--- src/rtl/fhd_ram.sv ---
// generic simple dual port ram with registered read
module fhd_ram #(
   parameter int DATA_W = 8,
   parameter int DEPTH = 64
) (
   input  logic                     clock,
   input  logic                     wr_en,
   input  logic [$clog2(DEPTH)-1:0] wr_addr,
   input  logic [DATA_W-1:0]        wr_data,
   input  logic [$clog2(DEPTH)-1:0] rd_addr,
   output logic [DATA_W-1:0]        rd_data
);

   logic [DATA_W-1:0] mem [DEPTH];

   // one write and one registered read per cycle
   always_ff @(posedge clock) begin
      if (wr_en) begin
         mem[wr_addr] <= wr_data;
      end
      rd_data <= mem[rd_addr];
   end

endmodule

--- config.mk ---
export PLATFORM = sky130hd
export DESIGN_NAME = fhd_ram
export DESIGN_NICKNAME = d
export VERILOG_FILES = /design/src/rtl/fhd_ram.sv
export SDC_FILE = /design/constraint.sdc
export NUM_CORES = 1
export LEC_CHECK = 0
export BUFFER_PORTS_ARGS = -buffer_cell sky130_fd_sc_hd__buf_2
export CAP_MARGIN = 20
export CORE_ASPECT_RATIO = 2
export CORE_UTILIZATION = 50
export DETAILED_ROUTE_END_ITERATION = 16
export GPL_TIMING_DRIVEN = 1
export MAX_ROUTING_LAYER = met4
export PLACE_DENSITY = 0.74
export SLEW_MARGIN = 20
export SYNTH_ARGS = -nofsm -noshare
export SYNTH_HDL_FRONTEND = slang
export SYNTH_SLANG_ARGS = --single-unit
--- constraint.sdc ---
create_clock -name clock -period 2.35 [get_ports clock]
set_clock_uncertainty 0.05 [all_clocks]
set_input_delay 0 -clock clock [delete_from_list [all_inputs] [get_ports clock]]
set_output_delay 0 -clock clock [all_outputs]
set_load 0.05 [all_outputs]
==> results.cfg <==
[outcome]
status = finished clean

[hold_path]
hp-class = primary input to flop
min_from = wr_data[6]
hold_path_depth = 1
hold_end = mem[1][6]$_DFFE_PP_

[routing]
dr.first_iter.drc_count = 1009
drc = 0
drtAntennaViolNets = 0
avgViaCountPerCell = 6.020
num_vias = 9818
wl_per_cell_um = 28.05
first_pass_iters = 5
routed_wirelength_um = 45750

[worst_setup_path]
crit_path_end_kind = flop
critPathKind = flop to flop
r2r_end = rd_data[1]$_DFF_P_
r2r_slack_ns = 0.25
path_max_fanout = 1
rr_worst_depth = 5
rr_startpoint = mem[7][1]$_DFFE_PP_
cp.arrival_ns = 2.50
crit_required_ns = 2.74
critical_path.startpoint_type = flop

[synth]
avgSynthCellArea_um2 = 21.45
yosys.area.top_type_share_pct = 76.24
synth.area.top_cells = edfxtp_1 (76%), mux4_2 (14%), nor2_1 (1.5%)
synthesis.nets = 962
syn_area_um2 = 20170
ys_warn_count = 0
synth_seq_cells = 520
async_reset_ff_share_pct = 0
synth_cells = 940
synthFlopType = edfxtp_1
synth_edf_count = 512
seq_area_frac_synth_pct = 77.03
ys_types = 40
yosysTopAreaCell = edfxtp_1

[run]
maxCapViolations = 0

[floorplan]
ios = 30
num_rows = 103
die_area_um2 = 41190
initial_core_util_pct = 50.97
die_h_um = 286.0
core_um2 = 39560
die_w_um = 144.0

[layout]
stdcell_count = 1631
drive_gt1_share_pct = 30.47
final_nets = 1099
antenna_cells = 0
synthToLayoutAreaGrowth_pct = 13.88
fillers = 2792

[clock_network]
cts-resized-gates = 0
clock_tree.buffer_depth = 3
hold_buffers = 8
clk_pin_slew_ns = 0.07
clock-root-buffer = clkbuf_16
clock_sinks = 520
postCtsSetupBuffers = 0
cts_tree = built
cts_buffers = 40
clk_latency_ns = 0.56
htreeDepth = 2

[power]
power.leakage_uw = 0.007337
p_seq_share_pct = 56.8
p_clk_share_pct = 37.2
p_int_uw = 14250
p_per_area_nw_per_um2 = 788.1
comb_power_share_pct = 6.0
p_switching_uw = 3851
swShare_pct = 21.28
peakVddDrop_mv = 0.4948

[placement]
hpwlAfterDp_um = 30970
port_buffers = 29
place_congestion = 0.8811
dp.cells = 1552
dpl_worst_slack_ns = 0.1167

[sta]
max_slew_margin_pct = 47.39
hold_viol = 0
holdWs_ns = 0.02505
min_period_over_period_pct = 89.55
fin_ws_ns = 0.2455
timing.final.crit_period_ns = 2.104
rsz0062_at_grt = no
finalMaxSlewViolations = 0
setup_viol = 0
tightestPinTransition_ns = 0.7892
tns_ns = 0
fmax_mhz = 475.2

[grt]
grt_pass1_vias = 10427
grt_use_total_pct = 24.31
grt.overflow.total = 0
grt_antenna_before_repair = 0
grt_max_degree = 65
grt_pass1_wl_um = 67650
## final cells by class
cell class                 instances  area, um^2  area share, %
sequential                       520       15530          67.64
multi-input combinational        369        4315          18.79
timing repair buffer             146        1182          5.148
clock buffer                      50        1059          4.609
tap                              525       656.9          2.860
clock inverter                    21       217.7         0.9480
## worst max-delay path, cell delays in order (launching register included)
cell,delay (ns)
edfxtp_1,0.36
mux4_2,0.49
mux4_2,0.50
nor2_1,0.27
nor3_1,0.16
o2bb2ai_1,0.15
## worst max-delay path by stage
stage	start	to	slack, ns	cells past startpoint
2_1_floorplan	mem[29][4]$_DFFE_PP_	rd_data[4]$_DFF_P_	0.61	5
3_3_place_gp	rd_addr[0]	rd_data[1]$_DFF_P_	0.13	7
3_5_place_dp	rd_addr[0]	rd_data[5]$_DFF_P_	0.12	8
4_1_cts	mem[2][0]$_DFFE_PP_	rd_data[0]$_DFF_P_	0.19	5
5_1_grt	mem[2][0]$_DFFE_PP_	rd_data[0]$_DFF_P_	0.21	5
6_report	mem[7][1]$_DFFE_PP_	rd_data[1]$_DFF_P_	0.25	5
## cells in the mapped netlist, types with 11 or more instances
cell type,count
nand3_1,13
buf_2,11
nor2b_1,14
edfxtp_1,512
mux4_2,126
mux2i_1,23
buf_4,13
nand2_1,19
nor2_1,83
mux2_2,13
clkbuf_1,17
## state kept, by name (all words and copies together) (netlist names)
| name | count |
|---|---|
| mem | 512 |
| rd_data | 8 |
## power by group through the flow
| stage | Sequential, uW | Combinational, uW | Clock [uW] |
|---|---|---|---|
| detailed placement | 10500 | 1080 | 0 |
| global route | 10300 | 1140 | 7150 |
| global placement | 10500 | 1050 | 0 |
| floorplan | 10500 | 547 | 0 |
| finish | 10300 | 1080 | 6730 |
| CTS | 10300 | 1090 | 6840 |
## metrics by stage
stage	utilization (%)	area (um^2)	total power, uW
after floorplan	-	20170	11090
after global placement	54.62	21610	11540
after detailed placement	54.62	21610	11570
after CTS	58.05	22970	18210
after global routing	58.05	22970	18570
final	58.05	22970	18100
## cells by family after synthesis
| family | Yosys count | synth area share, % |
|---|---|---|
| AOI/OAI and AO/OA | 54 | 2.072 |
| buffers and inverters | 51 | 1.570 |
| DFF | 520 | 77.03 |
| muxes | 162 | 15.94 |
| and+or+nand+nor | 153 | 3.387 |
## placed cells by master (no fill, tap or decap), drive strengths merged, types with 5 or more instances in the layout
cell type,n
a221oi,6
buf,137
clkbuf,51
clkinv,12
dfxtp,8
dlygate4sd3,8
edfxtp,512
inv,5
mux2,13
mux2i,23
mux4,126
nand2,19
nand2b,7
nand3,13
nor2,83
nor2b,14
nor3,7
o221ai,8
o22ai,8
## metal layers
layer | track usage [%] | part of all wire, %
met1 | 26.70 | 34
met2 | 43.03 | 56
met3 | 2.327 | 4.6
met4 | 12.74 | 5.3
met5 | - | 0
No activity file was read; power rests on OpenSTA's default activity.
